$ cat config.mk
export PLATFORM = sky130hd
export DESIGN_NAME = prts_cordic
export DESIGN_NICKNAME = d
export VERILOG_FILES = /design/src/rtl/core/prts_pkg.sv /design/src/rtl/core/prts_cordic.sv
export SDC_FILE = /design/constraint.sdc
export NUM_CORES = 1
export LEC_CHECK = 0
export BUFFER_PORTS_ARGS = -buffer_cell sky130_fd_sc_hd__clkbuf_2
export CAP_MARGIN = 25
export CORE_MARGIN = 2
export CORE_UTILIZATION = 41
export DETAILED_ROUTE_END_ITERATION = 7
export SLEW_MARGIN = 20
export SYNTH_ARGS = -nofsm -noshare
export SYNTH_HDL_FRONTEND = slang
export SYNTH_SLANG_ARGS = --single-unit
$ cat constraint.sdc
create_clock -name clk_i -period 7.5 [get_ports clk_i]
set_clock_uncertainty 0.05 [all_clocks]
set_input_delay 1.125 -clock clk_i [delete_from_list [all_inputs] [get_ports clk_i]]
set_output_delay 1.125 -clock clk_i [all_outputs]
set_load 0.02 [all_outputs]
$ cat src/rtl/core/prts_pkg.sv
// Package for the point rotate, translate and scale block.
// Holds the payload types, fixed widths, register indexes and the arctangent table.
// No dependencies.
package prts_pkg;

  localparam int unsigned COORD_W   = 24;
  localparam int unsigned ANGLE_W   = 16;
  localparam int unsigned SCALE_W   = 16;
  localparam int unsigned CFG_W     = COORD_W;
  localparam int unsigned CFG_IDX_W = 2;

  localparam int unsigned TRIG_W       = 32;
  localparam int unsigned Z_W          = 21;
  localparam int unsigned CORDIC_STEPS = 16;
  localparam int unsigned STEP_W       = $clog2(CORDIC_STEPS);

  localparam int unsigned PROD_W    = COORD_W + TRIG_W;
  localparam int unsigned ROT_SHIFT = 30;
  localparam int unsigned ROT_W     = PROD_W + 1 - ROT_SHIFT;
  localparam int unsigned SUM_W     = ROT_W + 1;
  localparam int unsigned SPROD_W   = SUM_W + SCALE_W + 1;
  localparam int unsigned SCL_SHIFT = 8;

  localparam logic [CFG_IDX_W-1:0] REG_ANGLE    = 2'd0;
  localparam logic [CFG_IDX_W-1:0] REG_OFFSET_X = 2'd1;
  localparam logic [CFG_IDX_W-1:0] REG_OFFSET_Y = 2'd2;
  localparam logic [CFG_IDX_W-1:0] REG_SCALE    = 2'd3;

  localparam logic [SCALE_W-1:0] SCALE_RESET = 16'd256;

  typedef logic signed [COORD_W-1:0] coord_t;

  typedef struct packed {
    coord_t point_x;
    coord_t point_y;
  } point_in_t;

  typedef struct packed {
    coord_t world_x;
    coord_t world_y;
    logic   saturated;
  } point_out_t;

  typedef struct packed {
    logic signed [TRIG_W-1:0] cos_v;
    logic signed [TRIG_W-1:0] sin_v;
  } trig_t;

  typedef struct packed {
    logic signed [ROT_W-1:0] rot_x;
    logic signed [ROT_W-1:0] rot_y;
  } rot_t;

  // Arctangent of 2^-i in units of 1/2^20 turn.
  function automatic logic signed [Z_W-1:0] atan_lut(input logic [STEP_W-1:0] idx);
    logic signed [Z_W-1:0] val;
    case (idx)
      4'd0:    val = 21'sd131072;
      4'd1:    val = 21'sd77376;
      4'd2:    val = 21'sd40884;
      4'd3:    val = 21'sd20753;
      4'd4:    val = 21'sd10417;
      4'd5:    val = 21'sd5213;
      4'd6:    val = 21'sd2607;
      4'd7:    val = 21'sd1304;
      4'd8:    val = 21'sd652;
      4'd9:    val = 21'sd326;
      4'd10:   val = 21'sd163;
      4'd11:   val = 21'sd81;
      4'd12:   val = 21'sd41;
      4'd13:   val = 21'sd20;
      4'd14:   val = 21'sd10;
      4'd15:   val = 21'sd5;
      default: val = '0;
    endcase
    return val;
  endfunction

endpackage

$ cat src/rtl/core/prts_cordic.sv
// Iterative CORDIC that turns the rotation angle into cosine and sine in Q2.30.
// Runs one step per cycle after reset and after each start; depends on prts_pkg.
module prts_cordic import prts_pkg::*; #(
  parameter int unsigned ANGLE_BITS = 16
) (
  input  logic               clk_i,
  input  logic               rst_ni,
  input  logic               start_i,
  input  logic [ANGLE_W-1:0] angle_i,
  output trig_t              trig_o,
  output logic               busy_o
);

  localparam int unsigned DROP = ANGLE_W - ANGLE_BITS;
  localparam logic signed [TRIG_W-1:0] GAIN = 32'sd652032874;
  localparam logic signed [Z_W-1:0] QUARTER = 21'sd262144;
  localparam logic signed [Z_W-1:0] HALF    = 21'sd524288;
  localparam logic [STEP_W-1:0] LAST_STEP = STEP_W'(CORDIC_STEPS - 1);

  logic                     load_q;
  logic                     run_q;
  logic [STEP_W-1:0]        step_q;
  logic signed [TRIG_W-1:0] x_q, y_q, x_d, y_d;
  logic signed [Z_W-1:0]    z_q, z_d, z_load;
  logic                     neg_q, neg_load;
  logic [ANGLE_W-1:0]       angle_m;
  logic signed [Z_W-2:0]    z_wrap;
  logic signed [Z_W-1:0]    z_ext;
  trig_t                    trig_q;

  always_comb begin
    angle_m  = (angle_i >> DROP) << DROP;
    z_wrap   = signed'({angle_m, 4'b0000});
    z_ext    = Z_W'(z_wrap);
    z_load   = z_ext;
    neg_load = 1'b0;
    if (z_ext > QUARTER) begin
      z_load   = z_ext - HALF;
      neg_load = 1'b1;
    end else if (z_ext < -QUARTER) begin
      z_load   = z_ext + HALF;
      neg_load = 1'b1;
    end
  end

  always_comb begin
    if (z_q >= 0) begin
      x_d = x_q - (y_q >>> step_q);
      y_d = y_q + (x_q >>> step_q);
      z_d = z_q - atan_lut(step_q);
    end else begin
      x_d = x_q + (y_q >>> step_q);
      y_d = y_q - (x_q >>> step_q);
      z_d = z_q + atan_lut(step_q);
    end
  end

  always_ff @(posedge clk_i or negedge rst_ni) begin
    if (!rst_ni) begin
      load_q <= 1'b1;
      run_q  <= 1'b0;
      step_q <= '0;
    end else if (start_i) begin
      load_q <= 1'b1;
      run_q  <= 1'b0;
    end else if (load_q) begin
      load_q <= 1'b0;
      run_q  <= 1'b1;
      step_q <= '0;
    end else if (run_q) begin
      step_q <= step_q + 1'b1;
      if (step_q == LAST_STEP) begin
        run_q <= 1'b0;
      end
    end
  end

  always_ff @(posedge clk_i) begin
    if (load_q) begin
      x_q   <= GAIN;
      y_q   <= '0;
      z_q   <= z_load;
      neg_q <= neg_load;
    end else if (run_q) begin
      x_q <= x_d;
      y_q <= y_d;
      z_q <= z_d;
      if (step_q == LAST_STEP) begin
        trig_q.cos_v <= neg_q ? -x_d : x_d;
        trig_q.sin_v <= neg_q ? -y_d : y_d;
      end
    end
  end

  assign trig_o = trig_q;
  assign busy_o = load_q | run_q;

endmodule

== Word level (Yosys, flattened, before mapping) ==
Memories as Yosys holds them, arrays and structs flattened.
Index checks and enable logic that the tools add are counted.

* Flip-flop bits (word level): 156
* ROM bits: 576
* Input port bits: 19
* Output and inout bits: 65
* Memories: 2

{| class="wikitable"
|+ Memories
! memory !! depth !! bits a word !! rd ports !! clocked after Yosys merged registers in !! wr ports !! RTL line !! source
|-
| (name not given) || 16 || 18 || 1 || 0 || 0 || prts_pkg.sv:57 || <nowiki>case (idx)</nowiki>
|-
| (name not given) || 16 || 18 || 1 || 0 || 0 || prts_pkg.sv:57 ||
|}

* $add $sub $neg: 11
* Magnitude comparators: 3
* Eq/ne operators: 1
* Shift-type cells: 2
* Mux-type cells: 19
* Bitwise gates (word level): 3
* Reduce and logical (&&, ||, !) cells: 3

{| class="wikitable"
|+ Operators by type and width
! kind !! count
|-
| $mux W21 || 7
|-
| $mux W32 || 4
|-
| $add A32 B32 Y32 || 2
|-
| $neg A32 Y32 || 2
|-
| $sshr A32 B4 Y32 || 2
|-
| $sub A32 B32 Y32 || 2
|-
| $add A20 B21 Y21 const B || 1
|-
| $add A21 B21 Y21 || 1
|-
| $ge A21 B1 Y1 const B || 1
|-
| $sub A20 B21 Y21 const B || 1
|-
| $sub A21 B21 Y21 || 1
|-
| $gt A20 B20 Y1 const B || 1
|-
| $lt A20 B19 Y1 const B || 1
|-
| $mux W4 || 2
|-
| $mux W1 || 6
|-
| $add A4 B1 Y4 const B || 1
|-
| $eq A4 B4 Y1 const B || 1
|-
| $reduce_and A3 Y1 || 1
|-
| $not A1 Y1 || 2
|-
| $reduce_and A2 Y1 || 1
|-
| $reduce_bool A2 Y1 || 1
|-
| $or A1 B1 Y1 || 1
|}

== Logic depth before layout (Yosys ltp) ==
* Depth after elaboration: 6
* Mapped depth: 32
* Gate-level depth less buffers: 24

== Worst setup path after synthesis ==
OpenSTA, ideal clock, no wires.

* Kind: flip-flop to flip-flop
* Start point: reg step_q[3]
* End point: reg trig_q, in the netlist trig_o[0] (enable)
* Arrival time: 7.209 ns
* Path slack: -0.324 ns
* Cell stages (with the launch flop): 11
* Clock period less this slack: 7.824 ns
* Cells stage by stage: dfrtp_1 -> clkbuf_1 -> buf_1 -> clkbuf_1 -> clkbuf_1 -> buf_1 -> buf_1 -> clkbuf_1 -> buf_1 -> nand3_1 -> nor3_1

* Cells in the longest elaborated chain, start to end: 2

{| class="wikitable"
|+ Ends and longest elaborated chain
! element !! RTL line !! source
|-
| start, declared || prts_cordic.sv:22 || <nowiki>logic [STEP_W-1:0] step_q;</nowiki>
|-
| start signal, assigned || prts_cordic.sv:71 || <nowiki>step_q <= step_q + 1'b1;</nowiki>
|-
| $eq A4 B4 Y1 || prts_cordic.sv:88 || <nowiki>if (step_q == LAST_STEP) begin</nowiki>
|-
| $reduce_and A3 Y1 (no source line) || - ||
|-
| end, declared || prts_cordic.sv:29 || <nowiki>trig_t trig_q;</nowiki>
|}

Every way passes these cells.
A chain may end at the register's enable or synchronous reset.

== Worst setup path after layout ==
* Start point: reg step_q[0]
* End point: reg trig_q, in the netlist trig_o[30], data pin

* Cells in the longest elaborated chain, start to end: 5
* Elaborated cells between the ends (all ways): 6

{| class="wikitable"
|+ Ends and longest elaborated chain
! element !! RTL line !! source
|-
| $sshr A32 B4 Y32 (*) || prts_cordic.sv:49, prts_cordic.sv:53 ||
|-
| $sub A32 B32 Y32 / $add A32 B32 Y32 (equally long branches) || prts_cordic.sv:53, prts_cordic.sv:49 ||
|-
| $mux W32 (*) || prts_cordic.sv:47 || <nowiki>if (z_q >= 0) begin</nowiki>
|-
| $neg A32 Y32 || prts_cordic.sv:90 || <nowiki>trig_q.sin_v <= neg_q ? -y_d : y_d;</nowiki>
|-
| $mux W32 (*) || prts_cordic.sv:90 ||
|}

Mark *: on every way between the ends. The rest lies on a longest branch, timed or not.

==> metrics.md <==
| Metric | Value |
|---|---|
| Outcome | complete, no violations |
| Main area contributors after synthesis | edfxtp_1 (15%), dfxtp_1 (7.6%), ha_1 (7.2%) |
| Final nets | approximately 2100 |
| Syn avg cell area | roughly 8.4 um^2 |
| Vias in the first global route | ~14000 |
| GRT Total Usage | approximately a quarter |
| Dpl hpwl | approximately 37 mm |
| Worst slew margin | between 30% and 40% |
| Synth Register Bits | ~160 |
| Num CTS Buffers | 17 |
| WHS | roughly 0.45 ns |
| CTS H-tree lvls | 4 |
| R2R Path End | trig_o[30]$_DFFE_PP_ |
| Worst R2R Start | step_q[0]$_DFFE_PN0P_ |
| Synth top area share | between 10% and 20% |
| Sum Neg Setup Slack | 0 ns |
| Area of the mapped netlist | between 15000 and 20000 um^2 |
| Vert. Die Dim | 206.7 um |
| Drt first pass iters | 5 |
| Initial Util | ~41% |
| Ys Warns | 0 |
| Max_cap viols | 0 |
| Crit. End Element | register |
| Worst-case clock buffer depth | 2 |
| Initial antenna violation count | 0 |
| Crit path launch type | register |
| Synth cell types | 88 |
| Final period util | about 93% |
| Full die area | 42730 um^2 |
| Core Box Area | between 40000 and 50000 um^2 |
| Grt total ovfl | 0 |
| FP Rows | 74 |
| Worst hold path class | in -> async |
| Largest net degree at the start of global routing | between 70 and 80 |
| Vias/cell | just under 6 |
| Final core utilization | between 40% and 50% |
| Critical Path End | trig_o[30]$_DFFE_PP_ |
| Share of cells above drive strength 1 | around an eighth |
| Post-route ant nets | 0 |
| Clock sinks | 156 |
| Final slew viol count | 0 |
| Final Hold Vio Count | 0 |
| Async SR Flop Fraction | approximately 3.8% |
| CTS tree | yes |
| Crit Path Category | reg -> reg |
| PortBufs | 83 |
| Count leader, synth | nand2_1 |
| Worst path slowest cell | o31ai_1 |
| Crit path cell chain | mux4_1 -> mux2_2 -> nand2_1 -> o21a_1 -> ha_1 -> a21boi_0 -> nand2_1 -> nand2_1 -> xor2_1 -> ha_1 -> a21oi_1 -> o21ai_0 -> o31ai_1 -> o21ai_0 -> o211ai_1 -> a21oi_1 -> or4_1 -> or3_1 -> or4b_1 -> o31ai_1 -> xnor2_1 |
| Post-synth EDFFs | 86 |
| Gpl congestion | 0.9000 |
| # IOs | 84 |
| Most instantiated cells after synthesis | nand2_1 (230), nor2_1 (177), o21ai_0 (160) |
| RSZ-0062 raised after global routing | false |
| Hold buffer count at CTS | 0 |
| Largest stage delay on the critical path | 0.66 ns |
| Critical Path Most Common Cell | nand2_1 |
| Min cycle time layout | 7.005 ns |
| Vias | around 15000 |
| Gate Count Post-Synth | 2000 |
| Area growth, synth to finish | 9.417% |
| Final wirelength | 49.60 mm |
| Post-DR wirelength/cell | 19.31 um |
| Initial DRC count | around 1100 |
| Placed instance area | 17720 um^2 |
| R2R Setup Slk | 0.49 ns |
| CP Launch Point | step_q[0]$_DFFE_PN0P_ |
| First-pass GRT wire length | ~79 mm |
| R2R cell count | 21 |
| Clock root buffer master | clkbuf_16 |
| # DRC | 0 |
| Die width | between 200 and 250 um |
| Yosys top cell by area | edfxtp_1 |
| Sequential area share after synthesis | a little under a quarter |
| Maximum clock rate | 142.7 MHz |
| ANT cells | 0 |
| Arrival time worst endpoint | approximately 7.2 ns |
| Worst Path Max Fanout | 13 |
| Slew @ Worst Pin | 0.9658 ns |
| Fillers | approximately 4100 |
| Prevailing post-synth register cell | edfxtp_1 |
| Clk pin slew, worst setup/hold paths | 0.07 ns |
| Final instance area | between 15000 and 20000 um^2 |
| Required time worst endpoint | approximately 7.7 ns |
| Post-Syn Nets | between 2000 and 2500 |
| Clk Latency, worst-skew pair | 0.47 ns |
| Setup violators final | 0 |
## state kept, by name (all words and copies together) (netlist names)
| name | cells |
|---|---|
| z_q | 21 |
| trig_o | 64 |
| step_q | 4 |
| run_q | 1 |
| load_q | 1 |
| y_q | 32 |
| neg_q | 1 |
| x_q | 32 |
## cells in the final DEF, fill, tap and decap left out, types with 27 or more instances in the layout
cell type  Yosys  routed
a21o_1        28      28
a21oi_1      137     137
buf_4          4      30
clkbuf_2       0      83
dfxtp_1       64      64
edfxtp_1      86      86
ha_1          97      97
inv_1         53      52
mux2_2        34      34
mux2i_1       76      75
mux4_2        47      47
nand2_1      230     230
nand2b_1      27      27
nand3_1       39      39
nor2_1       177     177
nor2b_1       27      27
nor3_1        52      51
o21ai_0      160     160
o31ai_1       32      31
xnor2_1      131     131
xor2_1        64      64
## repair_timing
item | 4_1_cts | 5_1_grt
setup endpoints to repair | 0 | 10
gates resized for setup | 0 | 7
setup buffers | 0 | 1
## metrics by stage
stage,worst slack [ns],cells
finish,0.4947,2569
global route,0.04422,2569
CTS,0.2115,2567
detailed placement,0.2705,2535
global placement,0.3276,2535
floorplan,0.07490,2000
## layout make-up
cell class / instances / area, um^2 / area share [%]
Tap cell: 532 / 665.6 / 3.611
Sequential cell: 156 / 4030 / 21.86
Clock buffer: 24 / 471.7 / 2.559
Clock inverter: 8 / 167.7 / 0.9095
Inverter: 53 / 198.9 / 1.079
Timing Repair Buffer: 118 / 744.5 / 4.039
Multi-Input combinational cell: 1678 / 12160 / 65.94
## cell families (layout without fill, tap and decap cells)
group | count (synthesis) | after routing | synth area share, %
muxes | 171 | 171 | 15.17
AOI/OAI and AO/OA | 538 | 538 | 20.17
DFF | 156 | 156 | 23.83
xor gates and xnor gates | 196 | 196 | 10.27
buffers and inverters | 166 | 203 | 4.293
adders and majority gates | 100 | 100 | 7.560
and+or+nand+nor | 673 | 673 | 18.71
## critical path, delay by kind of cell, from the launching register on
family / cells / cell delay [ns]
XOR/XNOR: 2 / 0.30
adder cells (fa/ha/maj): 2 / 0.51
flip-flops: 1 / 0.60
multiplexers: 2 / 0.96
AND/OR/NAND/NOR: 6 / 1.87
AO/OA/AOI/OAI: 9 / 2.43
## routing by layer
layer / vias up / part of all wire [%] / track usage (%)
met5: - / 0 / 0
met1: 7322 / 46 / 31.36
met4: 0 / 1.7 / 6.586
met2: 373 / 48 / 39.94
met3: 49 / 3.9 / 3.155
li1: 7439 / - / -
## worst min-delay path by stage
| stage | from | end | slack [ns] | cells after the start |
|---|---|---|---|---|
| global route | rst_ni | run_q$_DFF_PN0_ | 0.44 | 1 |
| global placement | x_q[0]$_SDFFE_PP0P_ | x_q[0]$_SDFFE_PP0P_ | 0.46 | 2 |
| floorplan | x_q[0]$_SDFFE_PP0P_ | x_q[0]$_SDFFE_PP0P_ | 0.42 | 2 |
| detailed placement | x_q[0]$_SDFFE_PP0P_ | x_q[0]$_SDFFE_PP0P_ | 0.46 | 2 |
| CTS | rst_ni | run_q$_DFF_PN0_ | 0.42 | 1 |
| finish | rst_ni | run_q$_DFF_PN0_ | 0.45 | 1 |
Power is not shown: default switching activity piles up to over one toggle a cycle in this logic, so the estimate is an artifact.
