**src/rtl/core/prts_pkg.sv**
```systemverilog
// Package for the point rotate, translate and scale block.
// Holds the payload types, fixed widths, register indexes and the arctangent table.
// No dependencies.
package prts_pkg;

  localparam int unsigned COORD_W   = 24;
  localparam int unsigned ANGLE_W   = 16;
  localparam int unsigned SCALE_W   = 16;
  localparam int unsigned CFG_W     = COORD_W;
  localparam int unsigned CFG_IDX_W = 2;

  localparam int unsigned TRIG_W       = 32;
  localparam int unsigned Z_W          = 21;
  localparam int unsigned CORDIC_STEPS = 16;
  localparam int unsigned STEP_W       = $clog2(CORDIC_STEPS);

  localparam int unsigned PROD_W    = COORD_W + TRIG_W;
  localparam int unsigned ROT_SHIFT = 30;
  localparam int unsigned ROT_W     = PROD_W + 1 - ROT_SHIFT;
  localparam int unsigned SUM_W     = ROT_W + 1;
  localparam int unsigned SPROD_W   = SUM_W + SCALE_W + 1;
  localparam int unsigned SCL_SHIFT = 8;

  localparam logic [CFG_IDX_W-1:0] REG_ANGLE    = 2'd0;
  localparam logic [CFG_IDX_W-1:0] REG_OFFSET_X = 2'd1;
  localparam logic [CFG_IDX_W-1:0] REG_OFFSET_Y = 2'd2;
  localparam logic [CFG_IDX_W-1:0] REG_SCALE    = 2'd3;

  localparam logic [SCALE_W-1:0] SCALE_RESET = 16'd256;

  typedef logic signed [COORD_W-1:0] coord_t;

  typedef struct packed {
    coord_t point_x;
    coord_t point_y;
  } point_in_t;

  typedef struct packed {
    coord_t world_x;
    coord_t world_y;
    logic   saturated;
  } point_out_t;

  typedef struct packed {
    logic signed [TRIG_W-1:0] cos_v;
    logic signed [TRIG_W-1:0] sin_v;
  } trig_t;

  typedef struct packed {
    logic signed [ROT_W-1:0] rot_x;
    logic signed [ROT_W-1:0] rot_y;
  } rot_t;

  // Arctangent of 2^-i in units of 1/2^20 turn.
  function automatic logic signed [Z_W-1:0] atan_lut(input logic [STEP_W-1:0] idx);
    logic signed [Z_W-1:0] val;
    case (idx)
      4'd0:    val = 21'sd131072;
      4'd1:    val = 21'sd77376;
      4'd2:    val = 21'sd40884;
      4'd3:    val = 21'sd20753;
      4'd4:    val = 21'sd10417;
      4'd5:    val = 21'sd5213;
      4'd6:    val = 21'sd2607;
      4'd7:    val = 21'sd1304;
      4'd8:    val = 21'sd652;
      4'd9:    val = 21'sd326;
      4'd10:   val = 21'sd163;
      4'd11:   val = 21'sd81;
      4'd12:   val = 21'sd41;
      4'd13:   val = 21'sd20;
      4'd14:   val = 21'sd10;
      4'd15:   val = 21'sd5;
      default: val = '0;
    endcase
    return val;
  endfunction

endpackage

```
**src/rtl/core/prts_scale.sv**
```systemverilog
// Translate and scale stages: offset add, scale product, rounding and saturation.
// Three register stages with valid and ready; depends on prts_pkg.
module prts_scale import prts_pkg::*; (
  input  logic               clk_i,
  input  logic               rst_ni,
  input  logic               in_valid_i,
  output logic               in_ready_o,
  input  rot_t               in_data_i,
  input  coord_t             offset_x_i,
  input  coord_t             offset_y_i,
  input  logic [SCALE_W-1:0] scale_i,
  output logic               out_valid_o,
  input  logic               out_ready_i,
  output point_out_t         out_data_o
);

  localparam int unsigned W_W = SPROD_W - SCL_SHIFT;
  localparam logic signed [SPROD_W-1:0] RND_SCL = SPROD_W'(2**(SCL_SHIFT - 1));

  logic                      vc_q, vd_q, ve_q;
  logic                      rdy_c, rdy_d, rdy_e;
  logic signed [SUM_W-1:0]   sx_q, sy_q;
  logic signed [SPROD_W-1:0] px_q, py_q;
  logic signed [SPROD_W-1:0] rx_full, ry_full;
  logic signed [W_W-1:0]     wx, wy;
  logic signed [SCALE_W:0]   scale_s;
  logic                      hi_x, lo_x, hi_y, lo_y;
  point_out_t                res_d, res_q;

  assign rdy_e      = !ve_q || out_ready_i;
  assign rdy_d      = !vd_q || rdy_e;
  assign rdy_c      = !vc_q || rdy_d;
  assign in_ready_o = rdy_c;

  always_ff @(posedge clk_i or negedge rst_ni) begin
    if (!rst_ni) begin
      vc_q <= 1'b0;
      vd_q <= 1'b0;
      ve_q <= 1'b0;
    end else begin
      if (rdy_c) begin
        vc_q <= in_valid_i;
      end
      if (rdy_d) begin
        vd_q <= vc_q;
      end
      if (rdy_e) begin
        ve_q <= vd_q;
      end
    end
  end

  assign scale_s = signed'({1'b0, scale_i});

  always_ff @(posedge clk_i) begin
    if (rdy_c && in_valid_i) begin
      sx_q <= SUM_W'(in_data_i.rot_x) + SUM_W'(offset_x_i);
      sy_q <= SUM_W'(in_data_i.rot_y) + SUM_W'(offset_y_i);
    end
    if (rdy_d && vc_q) begin
      px_q <= SPROD_W'(sx_q) * SPROD_W'(scale_s);
      py_q <= SPROD_W'(sy_q) * SPROD_W'(scale_s);
    end
    if (rdy_e && vd_q) begin
      res_q <= res_d;
    end
  end

  always_comb begin
    rx_full = px_q + RND_SCL;
    ry_full = py_q + RND_SCL;
    wx      = rx_full[SPROD_W-1:SCL_SHIFT];
    wy      = ry_full[SPROD_W-1:SCL_SHIFT];
    hi_x    = !wx[W_W-1] && (|wx[W_W-2:COORD_W-1]);
    lo_x    = wx[W_W-1] && !(&wx[W_W-2:COORD_W-1]);
    hi_y    = !wy[W_W-1] && (|wy[W_W-2:COORD_W-1]);
    lo_y    = wy[W_W-1] && !(&wy[W_W-2:COORD_W-1]);

    if (hi_x) begin
      res_d.world_x = {1'b0, {(COORD_W - 1){1'b1}}};
    end else if (lo_x) begin
      res_d.world_x = {1'b1, {(COORD_W - 1){1'b0}}};
    end else begin
      res_d.world_x = wx[COORD_W-1:0];
    end

    if (hi_y) begin
      res_d.world_y = {1'b0, {(COORD_W - 1){1'b1}}};
    end else if (lo_y) begin
      res_d.world_y = {1'b1, {(COORD_W - 1){1'b0}}};
    end else begin
      res_d.world_y = wy[COORD_W-1:0];
    end

    res_d.saturated = hi_x | lo_x | hi_y | lo_y;
  end

  assign out_valid_o = ve_q;
  assign out_data_o  = res_q;

endmodule

```
**config.mk**
```make
export PLATFORM = sky130hd
export DESIGN_NAME = prts_scale
export DESIGN_NICKNAME = d
export VERILOG_FILES = /design/src/rtl/core/prts_pkg.sv /design/src/rtl/core/prts_scale.sv
export SDC_FILE = /design/constraint.sdc
export NUM_CORES = 2
export LEC_CHECK = 0
export ABC_AREA = 1
export CORE_MARGIN = 1
export CORE_UTILIZATION = 45
export CTS_CLUSTER_SIZE = 24
export DETAILED_ROUTE_END_ITERATION = 7
export DONT_BUFFER_PORTS = 1
export GPL_TIMING_DRIVEN = 1
export SETUP_SLACK_MARGIN = 0.5
export SYNTH_ARGS = -nofsm -noshare
export SYNTH_HDL_FRONTEND = slang
export SYNTH_SLANG_ARGS = --single-unit
```
**constraint.sdc**
```tcl
create_clock -name clk_i -period 5.69 [get_ports clk_i]
set_input_delay 0.569 -clock clk_i [delete_from_list [all_inputs] [get_ports clk_i]]
set_output_delay 0.569 -clock clk_i [all_outputs]
set_load 0.01 [all_outputs]
```
======== Yosys cells after proc, flatten, opt, wreduce, memory -nomap -nowiden ========
Index checks and enable logic that the tools add are counted.
storage, ports and cells
  bits in registers ....................... 198
  latch bits .............................. 0
  RAM bits ................................ 0
  memory bits (read-only) ................. 0
  input bits .............................. 122
  output and inout bits ................... 51
  word-level logic and storage cells ...... 42
  memories kept ........................... 0
operators by class
  add/subtract/negate cells ............... 4
  multiply operators ...................... 2
  div/mod/pow operators ................... 0
  $lt $le $gt $ge ......................... 0
  equal/unequal tests ..................... 0
  shift-type cells ........................ 0
  muxes and demuxes ....................... 2
  bitwise gates (word level) .............. 3
  reduce and logical (&&, ||, !) cells .... 21
operators by type and width
  operator                                                          count
  45-bit by 9-bit adder with 45-bit output (second input constant)  2
  28-bit by 17-bit multiplier with 45-bit output                    2
  27-bit by 24-bit adder with 28-bit output                         2
  24-bit two-way mux                                                2
  13-bit AND reduction                                              2
  13-bit OR reduction                                               2
  1-bit logical AND                                                 7
  1-bit logical NOT                                                 7
  1-bit logical OR                                                  3
  1-bit bitwise OR                                                  3

======== Logic depth before layout (Yosys ltp) ========
  depth in word-level cells ............... 7
  depth in mapped cells ................... 27

======== Least setup slack after synthesis ========
OpenSTA, ideal clock, no wires.
  kind .................................... in2reg
  from .................................... input scale_i[3]
  to ...................................... register py_q[44], data pin
  setup time .............................. 261 ps
  arrival time ............................ 5854 ps
  slack ................................... -424 ps
  stages .................................. 22
  path buffers ............................ 2
  cell sequence ........................... clkbuf_1 -> clkbuf_1 -> nand2_1 -> fa_1 -> fa_1 -> inv_1 -> fa_1 -> inv_1 -> fa_1 -> inv_1 -> fa_1 -> fa_1 -> ha_1 -> nand2_1 -> nor4_1 -> inv_1 -> nor2_1 -> inv_1 -> nor2_1 -> nor2_1 -> nand2_1 -> xor2_1
on the way
  longest elaborated chain between the ends .. 1
RTL lines
  what                                            line              text
  from (decl)                                     prts_scale.sv:11  input logic [SCALE_W-1:0] scale_i,
  28-bit by 17-bit multiplier with 45-bit output  prts_scale.sv:62  py_q <= SPROD_W'(sy_q) * SPROD_W'(scale_s);
  to (signal assigned)                            prts_scale.sv:62
  to (decl)                                       prts_scale.sv:23  logic signed [SPROD_W-1:0] px_q, py_q;
Every way passes these cells.
A chain may end at the register's enable or synchronous reset.

======== Worst setup path after layout ========
  from .................................... register sx_q[10]
  to ...................................... register px_q[32], data pin
on the way
  longest elaborated chain between the ends .. 1
RTL lines
  what                                            line              text
  from (decl)                                     prts_scale.sv:22  logic signed [SUM_W-1:0] sx_q, sy_q;
  from (signal assigned)                          prts_scale.sv:57  sx_q <= SUM_W'(in_data_i.rot_x) + SUM_W'(offset_x_i);
  28-bit by 17-bit multiplier with 45-bit output  prts_scale.sv:61  px_q <= SPROD_W'(sx_q) * SPROD_W'(scale_s);
  to (signal assigned)                            prts_scale.sv:61
  to (decl)                                       prts_scale.sv:23
Every way passes these cells.

==> run summary <==
Run status: complete, no violations
Max Cap Violations: 0
Critical-path cell list: buf_12 -> buf_8 -> buf_6 -> nand2_2 -> fa_1 -> inv_1 -> fa_1 -> fa_1 -> fa_2 -> fa_1 -> inv_2 -> fa_2 -> inv_2 -> ha_4 -> buf_6 -> nand2_4 -> o21ai_2 -> inv_2 -> o21a_1 -> o31a_1 -> nand3_1 -> nand2_1
Distinct cells, synth: 43
Peak fanout along the critical path: 6
Routed vias: 36925
Num CTS Buffers: 17
Fill cell count: 8969
Clk sinks: 184
Transition time at the pin with the least slew margin: 0.911 ns
Total gr overflow: 0
Global-route wire length before repair: 204000 um
Post-DP HPWL: 101000 um
Total number of H-tree levels: 4
Clock slew at reported path FFs: 0.08 ns
Filler-free cell count of the finished design: 7400
Root buffer selected by CTS: sky130_fd_sc_hd__clkbuf_16
Met1 Usage GRT: 0.389
Area share of the largest cell type after synthesis: 0.385
Insertion delay to the later sink of the worst-skew pair: 0.52 ns
Met2 Track Usage GR: 0.384
Relative max-transition margin: 0.393
TritonCTS clock tree: yes
Die height: 318 um
Critical path arrival: 5.92 ns
Standard-cell row count: 115
Number of optimization iterations in the first detailed-route pass: 6
Worst Skew: 0.0265 ns
Cell repeated most along the worst path: sky130_fd_sc_hd__fa_1
Post-synthesis sequential area ratio: 0.123
Largest incremental delay on the critical path: 0.57 ns
Logic depth of the worst path, buffers included: 22
Iteration-0 DRC count of the detailed router: 2382
Crit Path Category: reg2reg
Initial Utilization: 0.456
Vias in the first global route: 38223
Number of ports placed on the die boundary: 173
Maximum number of pins on one net before global-route repair: 57
Remaining antenna violation count after routing: 0
Number of enable-type register cells in the synthesized netlist: 181
Share of async-settable or async-resettable flops after synthesis: 0.0163
Proportion of layout cells with a drive suffix above 1: 0.229
Horizontal extent of the die: 318 um
Post-route minimum period: 5.67 ns
Kind of cell adding the most delay to the critical path: adder cells
Final max-slew violation count: 0
Startpoint types: flop
Most heavily used metal layer in global routing: met1
Top post-synthesis cells by area: sky130_fd_sc_hd__fa_1 (39%), sky130_fd_sc_hd__inv_1 (13%), sky130_fd_sc_hd__nand2_1 (13%)
Diodes inserted: 0
Critical Path End: px_q[32]
Final setup vio count: 0
Wire length per cell after detailed routing: 17.3 um
Most frequent cells in the layout: sky130_fd_sc_hd__inv_1 (1418), sky130_fd_sc_hd__nand2_1 (1351), sky130_fd_sc_hd__fa_1 (795)
Main flop type after synthesis: sky130_fd_sc_hd__edfxtp_1
Critical path buffer and inverter count: 8
R2r endpoint: px_q[32]
Area Overhead vs Synth: 22.7%
Worst reg2reg path depth: 22
Global-route usage over all layers: 0.256
Port Buffers: 0
R2R Path Start: sx_q[10]
Number of flip-flops and latches in the synthesized netlist: 184
Floorplan core area: 98600 um^2
Remaining design rule violation count: 0
Combined area of all synthesized cells: 44900 um^2
Net count reported at finish: 7356
GRT met3 Usage: 0.0457
Synth Instances: 5749
Critical path capture point type: flop
Total length of routed wires: 128000 um
Setup slack of the most critical reg-to-reg path: 0.02 ns
Maximum count of clock buffers along a single path: 2
WP data required: 5.94 ns
Leading cell type in the layout, fill and taps excluded: sky130_fd_sc_hd__inv_1
Worst Hold Path Cells: 3
Via density per instance: 4.99
Critical-path top delay cell: sky130_fd_sc_hd__fa_2
Antenna violations before repair: 0
Syn. warnings: 0
Die ar.: 101000 um^2
Highest clock rate: 176 MHz
RSZ-0062 raised after global routing: true
Library cell occupying the most area in the post-synthesis netlist: sky130_fd_sc_hd__fa_1
Mean instance size in the synthesized netlist: 7.81 um^2
Ratio of final minimum period to clock period: 0.996
Final weighted congestion of routability-driven global placement: 0.946
Post-Route Setup TNS: 0 ns
Path class of the lowest-slack min-delay path: in2reg
Final number of hold-violating endpoints: 0
Net count of the mapped netlist: 7005
Placed Cells incl. Taps: 7208
Crit path from: sx_q[10]
[how the worst min path moves through the flow]
stage / to / slack (ns) / start
final: out_valid_o / 0.26 / out_ready_i
after global routing: out_valid_o / 0.28 / out_ready_i
after CTS: out_valid_o / 0.20 / out_ready_i
after detailed placement: out_valid_o / 0.27 / rst_ni
after global placement: out_valid_o / 0.27 / rst_ni
after floorplan: out_valid_o / 0.27 / rst_ni
[per-layer routing]
| metal | share of wire | vias to the layer above |
|---|---|---|
| li1 | - | 17364 |
| met1 | 0.47 | 18174 |
| met2 | 0.43 | 1279 |
| met3 | 0.081 | 108 |
| met4 | 0.013 | 0 |
| met5 | 0 | - |
[metrics by stage]
step           hold slack [ns]  setup WS (ns)  area [um^2]  utilization
2_1_floorplan            0.273          0.156        46700            -
3_3_place_gp             0.273         -0.179        50100        0.509
3_5_place_dp             0.273         -0.196        50100        0.509
4_1_cts                  0.204         0.0372        52900        0.537
5_1_grt                  0.283         -0.138        55100        0.559
6_report                 0.259         0.0234        55100        0.559
[area by class of cell]
class / instances / area (um^2) / share of cell area
repair buffers: 544 / 4950 / 0.0898
clock inverters: 15 / 226 / 0.00411
multi-input cells: 3757 / 36400 / 0.660
clock buffers: 17 / 425 / 0.00772
inverters: 1596 / 6010 / 0.109
flip-flops and latches: 184 / 5510 / 0.0999
well taps: 1287 / 1610 / 0.0292
[sequential cells by signal, summed over array words and instances (netlist names)]
signal	count
py_q	38
vc_q	1
sy_q	28
out_data_o	49
px_q	38
out_valid_o	1
vd_q	1
sx_q	28
[worst reg2reg max path: stages, from the launching register on]
cell and delay (ns):
sky130_fd_sc_hd__edfxtp_1 0.44, sky130_fd_sc_hd__buf_12 0.17, sky130_fd_sc_hd__buf_8 0.13, sky130_fd_sc_hd__buf_6 0.11
sky130_fd_sc_hd__nand2_2 0.06, sky130_fd_sc_hd__fa_1 0.40, sky130_fd_sc_hd__inv_1 0.08, sky130_fd_sc_hd__fa_1 0.43
sky130_fd_sc_hd__fa_1 0.56, sky130_fd_sc_hd__fa_2 0.45, sky130_fd_sc_hd__fa_1 0.50, sky130_fd_sc_hd__inv_2 0.04
sky130_fd_sc_hd__fa_2 0.57, sky130_fd_sc_hd__inv_2 0.06, sky130_fd_sc_hd__ha_4 0.29, sky130_fd_sc_hd__buf_6 0.12
sky130_fd_sc_hd__nand2_4 0.07, sky130_fd_sc_hd__o21ai_2 0.21, sky130_fd_sc_hd__inv_2 0.09, sky130_fd_sc_hd__o21a_1 0.20
sky130_fd_sc_hd__o31a_1 0.26, sky130_fd_sc_hd__nand3_1 0.09, sky130_fd_sc_hd__nand2_1 0.09
[what timing repair did]
item / CTS / global route
setup endpoints to repair: 69 / 70
hold buffers: 1 / 0
gates resized for setup: 384 / 533
buffers inserted: 99 / 57
pin swaps: 162 / 255
cloned: 2 / 1
endpoints found under the hold margin: 3 / 0
[cell usage after synthesis (18+ instances only)]
cell                       count
sky130_fd_sc_hd__nand4_1      31
sky130_fd_sc_hd__nand2_1    1510
sky130_fd_sc_hd__o21ai_0      98
sky130_fd_sc_hd__xor2_1      117
sky130_fd_sc_hd__o21bai_1     18
sky130_fd_sc_hd__clkbuf_1    182
sky130_fd_sc_hd__a21o_1       25
sky130_fd_sc_hd__nand3_1     127
sky130_fd_sc_hd__ha_1        270
sky130_fd_sc_hd__edfxtp_1    181
sky130_fd_sc_hd__fa_1        864
sky130_fd_sc_hd__xnor2_1      60
sky130_fd_sc_hd__nor3_1       35
sky130_fd_sc_hd__nor2_1      322
sky130_fd_sc_hd__a21oi_1     170
sky130_fd_sc_hd__buf_1        22
sky130_fd_sc_hd__inv_1      1595
[kinds of logic after synthesis]
kind of cell / count (synthesis) / share of synthesized area
simple gates: 2080 / 0.184
buf+inv: 1808 / 0.152
fa+ha+maj: 1134 / 0.460
compound gates: 366 / 0.0460
flops: 184 / 0.123
xor+xnor: 177 / 0.0345
Power is not shown: default switching activity piles up to over one toggle a cycle in this logic, so the estimate is an artifact.
